File: config.mk
export PLATFORM = sky130hd
export DESIGN_NAME = gv_ctrl
export DESIGN_NICKNAME = d
export VERILOG_FILES = /design/src/sv/granular_grain_voice_defines.svh /design/src/sv/gv_pkg.sv /design/src/sv/gv_ctrl.sv
export SDC_FILE = /design/constraint.sdc
export NUM_CORES = 1
export LEC_CHECK = 0
export BUFFER_PORTS_ARGS = -buffer_cell sky130_fd_sc_hd__buf_2
export CORE_AREA = 2 2 39 41
export DETAILED_ROUTE_END_ITERATION = 12
export DIE_AREA = 0 0 41 43
export SLEW_MARGIN = 20
export SYNTH_ARGS = -nofsm -noshare
export SYNTH_HDL_FRONTEND = slang
export SYNTH_SLANG_ARGS = --single-unit
File: constraint.sdc
create_clock -name clock -period 1.6 [get_ports clock]
set_input_delay 0.16 -clock clock [delete_from_list [all_inputs] [get_ports clock]]
set_output_delay 0.16 -clock clock [all_outputs]
set_load 0.03 [all_outputs]
File: src/sv/granular_grain_voice_defines.svh
// Assertion macros for the top-level file that checks this block.
`ifndef GRANULAR_GRAIN_VOICE_DEFINES_SVH
`define GRANULAR_GRAIN_VOICE_DEFINES_SVH

// The consequent must hold in the same cycle as the antecedent.
`define GV_ASSERT_NOW(label, clk, rst, ante, cons, msg) \
   label: assert property (@(posedge clk) disable iff (rst) (ante) |-> (cons)) \
      else $error(msg);

// The consequent must hold in the cycle after the antecedent.
`define GV_ASSERT_NEXT(label, clk, rst, ante, cons, msg) \
   label: assert property (@(posedge clk) disable iff (rst) (ante) |=> (cons)) \
      else $error(msg);

`endif

File: src/sv/gv_pkg.sv
package gv_pkg;

   localparam int SAMPLE_DEPTH = 65536;
   localparam int WINDOW_DEPTH = 1024;

   localparam int SAW    = $clog2(SAMPLE_DEPTH);
   localparam int WAW    = $clog2(WINDOW_DEPTH);
   localparam int SLEN_W = SAW + 1;
   localparam int WLEN_W = WAW + 1;
   localparam int POS_W  = SAW + 16;
   localparam int WP_W   = WAW + 16;
   localparam int WWR_W  = WLEN_W + 16;
   localparam int RAW_W  = 17 + 24;
   localparam int DVD_W  = (RAW_W > WWR_W) ? RAW_W : WWR_W;
   localparam int DVS_W  = ((SLEN_W > WLEN_W) ? SLEN_W : WLEN_W) + 16;

   localparam logic [1:0] REQ_SAMPLE   = 2'd0;
   localparam logic [1:0] REQ_WINDOW   = 2'd1;
   localparam logic [1:0] REQ_ACTIVATE = 2'd2;
   localparam logic [1:0] REQ_TICK     = 2'd3;

   localparam int CSR_IDX_W  = 3;
   localparam int CSR_DATA_W = 24;
   localparam logic [CSR_IDX_W-1:0] CSR_ONSET = 3'd0;
   localparam logic [CSR_IDX_W-1:0] CSR_SPEED = 3'd1;
   localparam logic [CSR_IDX_W-1:0] CSR_GSIZE = 3'd2;
   localparam logic [CSR_IDX_W-1:0] CSR_SLEN  = 3'd3;
   localparam logic [CSR_IDX_W-1:0] CSR_WLEN  = 3'd4;

   localparam logic [1:0] DIV_POS  = 2'd0;
   localparam logic [1:0] DIV_WMOD = 2'd1;
   localparam logic [1:0] DIV_STEP = 2'd2;

   typedef struct packed {
      logic [1:0]         req_type;
      logic [15:0]        mem_index;
      logic signed [15:0] data_word;
      logic signed [23:0] mix_in;
   } req_item_type;

   typedef struct packed {
      logic signed [23:0] mix_out;
      logic               grain_inactive;
   } rsp_item_type;

   typedef struct packed {
      logic       capture;
      logic       pos_mul;
      logic       div_start;
      logic [1:0] div_sel;
      logic       cap_pos;
      logic       cap_wmod;
      logic       cap_step;
      logic       rd_lo;
      logic       rd_hi;
      logic       mul_lo;
      logic       mul_hi;
      logic       interp_sum;
      logic       gain_mul;
      logic       commit;
   } cmd_type;

   typedef struct packed {
      logic tick_active;
      logic div_done;
   } sts_type;

endpackage

File: src/sv/gv_ctrl.sv
module gv_ctrl
   import gv_pkg::*;
(
   input  logic    clock,
   input  logic    reset,
   input  logic    req_valid,
   output logic    req_stall,
   output logic    rsp_valid,
   input  logic    rsp_stall,
   input  sts_type sts,
   output cmd_type cmd
);

   localparam logic [3:0] ST_IDLE   = 4'd0;
   localparam logic [3:0] ST_MULT   = 4'd1;
   localparam logic [3:0] ST_POS_GO = 4'd2;
   localparam logic [3:0] ST_POS_WT = 4'd3;
   localparam logic [3:0] ST_WMD_GO = 4'd4;
   localparam logic [3:0] ST_WMD_WT = 4'd5;
   localparam logic [3:0] ST_STP_GO = 4'd6;
   localparam logic [3:0] ST_STP_WT = 4'd7;
   localparam logic [3:0] ST_RD_LO  = 4'd8;
   localparam logic [3:0] ST_RD_HI  = 4'd9;
   localparam logic [3:0] ST_MUL_HI = 4'd10;
   localparam logic [3:0] ST_SUM    = 4'd11;
   localparam logic [3:0] ST_PROD   = 4'd12;
   localparam logic [3:0] ST_FIN    = 4'd13;

   logic [3:0] state_ff, state_in;
   logic       rsp_valid_ff;
   logic       accept, out_free;

   assign accept   = req_valid && (state_ff == ST_IDLE);
   assign out_free = !rsp_valid_ff || !rsp_stall;

   always_comb begin
      cmd          = '0;
      cmd.div_sel  = DIV_POS;
      state_in     = state_ff;
      case (state_ff)
         ST_IDLE: begin
            cmd.capture = accept;
            if (accept) state_in = sts.tick_active ? ST_MULT : ST_FIN;
         end
         ST_MULT: begin
            cmd.pos_mul = 1'b1;
            state_in    = ST_POS_GO;
         end
         ST_POS_GO: begin
            cmd.div_start = 1'b1;
            state_in      = ST_POS_WT;
         end
         ST_POS_WT: begin
            cmd.cap_pos = sts.div_done;
            if (sts.div_done) state_in = ST_WMD_GO;
         end
         ST_WMD_GO: begin
            cmd.div_sel   = DIV_WMOD;
            cmd.div_start = 1'b1;
            state_in      = ST_WMD_WT;
         end
         ST_WMD_WT: begin
            cmd.cap_wmod = sts.div_done;
            if (sts.div_done) state_in = ST_STP_GO;
         end
         ST_STP_GO: begin
            cmd.div_sel   = DIV_STEP;
            cmd.div_start = 1'b1;
            state_in      = ST_STP_WT;
         end
         ST_STP_WT: begin
            cmd.cap_step = sts.div_done;
            if (sts.div_done) state_in = ST_RD_LO;
         end
         ST_RD_LO: begin
            cmd.rd_lo = 1'b1;
            state_in  = ST_RD_HI;
         end
         ST_RD_HI: begin
            cmd.rd_hi  = 1'b1;
            cmd.mul_lo = 1'b1;
            state_in   = ST_MUL_HI;
         end
         ST_MUL_HI: begin
            cmd.mul_hi = 1'b1;
            state_in   = ST_SUM;
         end
         ST_SUM: begin
            cmd.interp_sum = 1'b1;
            state_in       = ST_PROD;
         end
         ST_PROD: begin
            cmd.gain_mul = 1'b1;
            state_in     = ST_FIN;
         end
         ST_FIN: begin
            cmd.commit = out_free;
            if (out_free) state_in = ST_IDLE;
         end
         default: state_in = ST_IDLE;
      endcase
   end

   always_ff @(posedge clock) begin
      if (reset) begin
         state_ff     <= ST_IDLE;
         rsp_valid_ff <= 1'b0;
      end else begin
         state_ff <= state_in;
         if (cmd.commit) rsp_valid_ff <= 1'b1;
         else if (!rsp_stall) rsp_valid_ff <= 1'b0;
      end
   end

   assign req_stall = (state_ff != ST_IDLE);
   assign rsp_valid = rsp_valid_ff;

endmodule

==> metrics.txt, run 1 <==
H-tree Lvls=1; worst min path class=primary input to register; register area share after synthesis=22.2%; Post-Synth XOR/XNOR Area=0%; total track usage=17.4%; layout overhead on the synthesized area=48.2%; placed cell count=106; CP Max Fanout=3; final setup fails=0; max_slew headroom=82.6%; depth of the worst register-to-register path=4; worst skew pair latency=240 ps; row count=14; Final Hold Viols=0; Die Y=43 microns; FF+latch count, synth=5; top routing layer in use=met4; Reg clk slew, reported paths=roughly 50 ps; io pins=23; Post-Syn Instances=between 60 and 70; critical-path cell list=or4_1 -> o31a_1 -> or2_1 -> a32o_1; most common cell in the netlist=nor2_1; met2 wire length=688 microns; synth top area cells=dfxtp_1 (22%), nor2_1 (10%), nor3_1 (7.8%), o22ai_1 (5.5%), nand2_1 (4.2%); Startpoint Class=register; outcome=completed; post-layout net count=104; fraction of layout cells with a size suffix above 1=38.1%; Async S/R FF share, synth=0%; DIE WIDTH=41 microns; Least-Margin Pin Slew=~260 ps; RSZ-0062 raised after global routing=false; crit path time final=1520 ps; largest family of logic cells by synthesized area=simple AND/OR/NAND/NOR gates; Final Non-Filler Cells=around 110; DRT Pass-1 Iters=4; met3 WL post-DR=101 microns; routability congestion estimate=0.797; Max IR drop VDD=0.000861 V; pre-CTS setup slack=85.1 ps; wire length on met1=569 microns; syn_area_per_cell=approximately 6.6 sq um; crit-path max cell delay=around 520 ps; Critical Path AT=1650 ps; Setup crit start=state_ff[0]; Via density=5.35; max frequency=658 MHz; drt wl/cell=12.1 microns; fin worst setup slack=80.1 ps; Final Cycle Share=95.0%; mapped cell area=452 sq um; kind of critical path=register to register; I/O Buffers=22; ANT cells=0; synth unique cells=29; largest area contributor in the netlist=dfxtp_1; number of synthesized flops with an enable pin=0; Synth Area in Compound Gates=30.7%; TritonCTS clock tree=done; Slowest cell on crit path=or4_1; LEAKAGE=0.000314 uW; reg-to-reg startpoint=state_ff[0]; layout filler cell count=159; CTS sink count=5; required time of the critical path=1730 ps; first-pass GRT wire length=2060 microns; crit path capture type=register; clk root buf=clkbuf_4; grt ovf=0; Adder-Cell Fraction of Synth Area=0%; die area=1760 sq um; Post-synth top flop=dfxtp_1; WL final=roughly 1400 microns; Net Count, Synth=74; Routed Antenna Nets=0; initial drt markers=13; area share of the largest cell type after synthesis=~22%; initial antenna violation count=0; synth warn=0; Starting Density=32.6%; setup TNS=0 ps; vias in the first global route=477; core area=1380 sq um; Min-Delay Startpoint=reset; simple-gate portion of the synthesized area=39.6%; DRC viols=0; Max Slew Vio Count=0; Max Clock Skew=~5.1 ps; largest net degree at the start of global routing=15; mux contribution to synthesized area=0%; vias post-DR=~610; Cell Pwr Density=between 2000 and 2500 nW/um^2; top cells by count, synth=nor2_1 (12), nor3_1 (7), dfxtp_1 (5), nand2_1 (5); max-cap check violation count=0; TritonCTS buffer count=3; Longest Clk Path Bufs=2; Hold Crit Depth=2; HPWL Detailed=980 microns
## layout make-up
| type | count | area (sq um) | area share [%] |
|---|---|---|---|
| multi-input combinational | 55 | 332 | 49.5 |
| clock buffer | 4 | 26.3 | 3.93 |
| inverter | 3 | 11.3 | 1.68 |
| timing repair buffer | 30 | 179 | 26.7 |
| tap | 16 | 20.0 | 2.99 |
| sequential | 5 | 101 | 15.1 |
## placed cells by master, fill, tap and decap left out
master     Yosys  routed
nand2b_1       3       2
inv_1          3       3
nor3b_1        1       1
clkbuf_4       0       4
o21bai_1       1       1
o21a_1         1       1
o2bb2ai_1      1       1
nor2_1        12      12
clkbuf_1       4       1
dfxtp_1        5       4
o22ai_1        4       4
o211ai_1       1       1
nand2_1        5       5
a221oi_2       1       1
buf_6          0       1
o2111ai_1      1       1
nand2b_4       0       1
o21ai_0        2       2
or2_0          1       1
buf_4          1       8
nor4_2         0       1
nor3_1         7       7
or4_1          1       1
and2_1         1       1
a21boi_0       1       1
a32o_1         1       1
o31a_1         1       1
dfxtp_2        0       1
a21oi_1        3       3
or2_1          2       2
nand4b_1       1       1
and3_1         1       1
buf_2          0      20
a211oi_1       1       1
## stage by stage
stage | util, % | cell area (sq um) | hold WS (ps) | power [uW]
finish | 48.4 | 669 | 167 | 1340
global route | 48.4 | 669 | 163 | 1460
CTS | 45.8 | 633 | 157 | 1290
detailed placement | 43.6 | 603 | 417 | 1130
global placement | 43.6 | 603 | 413 | 1130
floorplan | - | 458 | 226 | 874
## path summary, 6_finish.rpt
| path | end | slack, ps |
|---|---|---|
| min | state_ff[0] | 170 |
| min reg2reg | rsp_valid | 540 |
| max reg2reg | state_ff[1] | 80 |
| max | state_ff[1] | 80 |
## layer usage
metal,GRT usage [%],up-vias
met1,21.9,272
met2,25.3,26
li1,-,305
met5,0,-
met4,12.0,0
met3,3.14,2
## critical path: cells and delay by family, from the launching register on
| kind | cells | cell delay (ps) |
|---|---|---|
| AND/OR/NAND/NOR | 2 | 760 |
| AO/OA/AOI/OAI | 2 | 340 |
| flip-flops | 1 | 310 |
## power breakdown
| part | internal, uW | switching, uW |
|---|---|---|
| clock | 94.2 | 50.3 |
| sequential | 172 | 63.1 |
| combinational | 368 | 593 |
## flip-flops by register name, indices dropped and copies added (netlist names)
name and flops:
state_ff 4, rsp_valid 1
## repair_timing
action | 4_1_cts | 5_1_grt
setup endpoints to repair | 3 | 2
hold buffers | 0 | 0
setup buffers | 0 | 3
gates cloned | 0 | 0
gates resized for setup | 2 | 5
## cell families after synthesis
logic type | after synthesis
flops | 5
compound gates | 19
simple gates | 36
buf+inv | 8
Note: power is estimated with default switching activity, not from simulation.
==> run 2: changes to the inputs <==
BUFFER_PORTS_ARGS = default   (was -buffer_cell sky130_fd_sc_hd__buf_2)
CTS_CLUSTER_DIAMETER = 30   (was default)
DONT_BUFFER_PORTS = 1   (was default)
==> run 2 against run 1 <==
Effect of this change:
- worst setup slack improved by 4.8 ps
- fmax rose by 0.32%
- sequential power fell by 5%
- hold slack got worse by 160 ps
- cell area rose by 0.37%
- flip-flop and latch count did not move
- register-to-register slack barely moved
==> metrics.txt, run 2 (synthesis results as in run 1) <==
WL final=1350 microns (-1.2%); outcome=completed; worst skew pair latency=250 ps (about the same); Longest Clk Path Bufs=2 (unchanged); ANT cells=0 (unchanged); Slowest cell on crit path=or4_1; placed cell count=99 (-6.6%); kind of critical path=register to register; crit path capture type=register; crit path time final=1520 ps (-4.81 ps); layout overhead on the synthesized area=48.8%; die area=1760 sq um (unchanged); Via density=5.45 (+1.8%); RSZ-0062 raised after global routing=false; Final Cycle Share=94.7% (-0.30 points); DIE WIDTH=41 microns (unchanged); row count=14 (unchanged); first-pass GRT wire length=2130 microns (+3.7%); total track usage=17.4% (+0.017 points); Critical Path AT=1650 ps (about the same); Placement Cell Area=606 sq um (+0.42%); routability congestion estimate=0.835 (+4.8%); Final Hold Viols=0 (unchanged); Least-Margin Pin Slew=305 ps (+45.8 ps); worst min path class=primary input to register; clk root buf=clkbuf_4; max_slew headroom=79.7% (-2.9 points); layout filler cell count=153 (-3.8%); Startpoint Class=register; I/O Buffers=0 (-100%); TritonCTS buffer count=3 (unchanged); Max Slew Vio Count=0 (unchanged); CP Max Fanout=2 (-1); Max IR drop VDD=0.000664 V (-23%); max frequency=660 MHz (+0.32%); DRC viols=0 (unchanged); fin worst setup slack=84.9 ps (+4.81 ps); vias post-DR=583 (-3.6%); CTS sink count=5 (unchanged); max reg flops=4 (unchanged); most common cell after layout, fill and taps aside=buf_4; initial drt markers=10 (-3); io pins=23 (unchanged); critical-path cell list=or4_1 -> o31a_1 -> or2_1 -> a32o_1; required time of the critical path=1740 ps (about the same); Die Y=43 microns (unchanged); fin area=672 sq um (+0.37%); LEAKAGE=0.000288 uW (-8.5%); grt ovf=0 (unchanged); pre-CTS setup slack=101 ps (+15.7 ps); Routed Antenna Nets=0 (unchanged); Final Non-Filler Cells=107 (-5.3%); TritonCTS clock tree=done; fraction of layout cells with a size suffix above 1=33.0% (-5.2 points); commonest cells after routing, fill and taps aside=buf_4 (22), nor2_1 (12), nor3_1 (7); drt wl/cell=12.6 microns (+4.3%); Reg with most FFs=state_ff; crit-path max cell delay=510 ps (about the same); initial antenna violation count=0 (unchanged); H-tree Lvls=1 (unchanged); vias in the first global route=514 (+7.8%); largest net degree at the start of global routing=15 (unchanged); core area=1380 sq um (unchanged); Starting Density=32.6% (unchanged); HPWL Detailed=983 microns (+0.40%); Cell Pwr Density=2030 nW/um^2 (+1.3%); Max Clock Skew=6.96 ps (+1.81 ps); post-layout net count=98 (-5.8%); max-cap check violation count=0 (unchanged); Reg clk slew, reported paths=50 ps (about the same); DRT Pass-1 Iters=4 (unchanged); final setup fails=0 (unchanged)
==> run 2: cell types whose count changed in the layout (fill, tap and decap cells not counted), sizes merged <==
cell,previous run,this run
buf,29,23
clkbuf,5,4
dlygate4sd3,0,1
==> run 2: repair_timing <==
| action | CTS | global route |
|---|---|---|
| gates resized for setup | 0 | 3 |
| hold buffers | 1 | 0 |
| setup buffers | 0 | 3 |
| endpoints found under the hold margin | 3 | 0 |
| endpoints found under the setup margin | 0 | 7 |
==> run 2: path summary, 6_finish.rpt <==
kind | startpoint | to | slack [ps] | depth (start not counted)
worst min register to register | rsp_valid | rsp_valid | 510 | 2
worst max register to register | state_ff[0] | state_ff[1] | 80 | 4
worst min-delay path | reset | state_ff[2] | 10 | 1
worst max-delay path | state_ff[0] | state_ff[1] | 80 | 4
==> run 2: final cells by class <==
class                      instances  area (sq um)  share of cell area, %
clock buffer                       4          26.3                   3.91
inverter                           3          11.3                   1.68
multi-input combinational         55           327                   48.6
tap                               16          20.0                   2.98
sequential                         5           101                   15.1
timing repair buffer              24           186                   27.7
==> run 2: report_power, final <==
part | total (uW) | switching (uW) | internal (uW)
Sequential | 224 | 51.5 | 172
Combinational | 989 | 596 | 394
Clock | 151 | 56.6 | 94.6
Total | 1360 | 704 | 660
==> run 2: layer usage <==
| layer | wire (microns) | vias to the layer above | global-route usage, % |
|---|---|---|---|
| met5 | 0 | - | 0 |
| met4 | 19 | 0 | 12.0 |
| met3 | 102 | 2 | 2.62 |
| met2 | 675 | 25 | 25.3 |
| met1 | 553 | 260 | 22.3 |
| li1 | - | 296 | - |
==> run 2: critical path: cells and delay by family, from the launching register on <==
kind | cells | cell delay, ps
simple gates | 2 | 750
compound gates | 2 | 340
flops | 1 | 300
==> run 2: stage by stage <==
stage | power, uW | util, % | TNS, ps | hold slack [ps]
final | 1360 | 48.6 | 0 | 9.86
after global routing | 1470 | 48.6 | 0 | 11.9
after CTS | 1320 | 46.4 | 0 | 2.26
after detailed placement | 1160 | 43.8 | 0 | 231
after global placement | 1140 | 43.8 | 0 | 229
after floorplan | 874 | - | -21.2 | 226
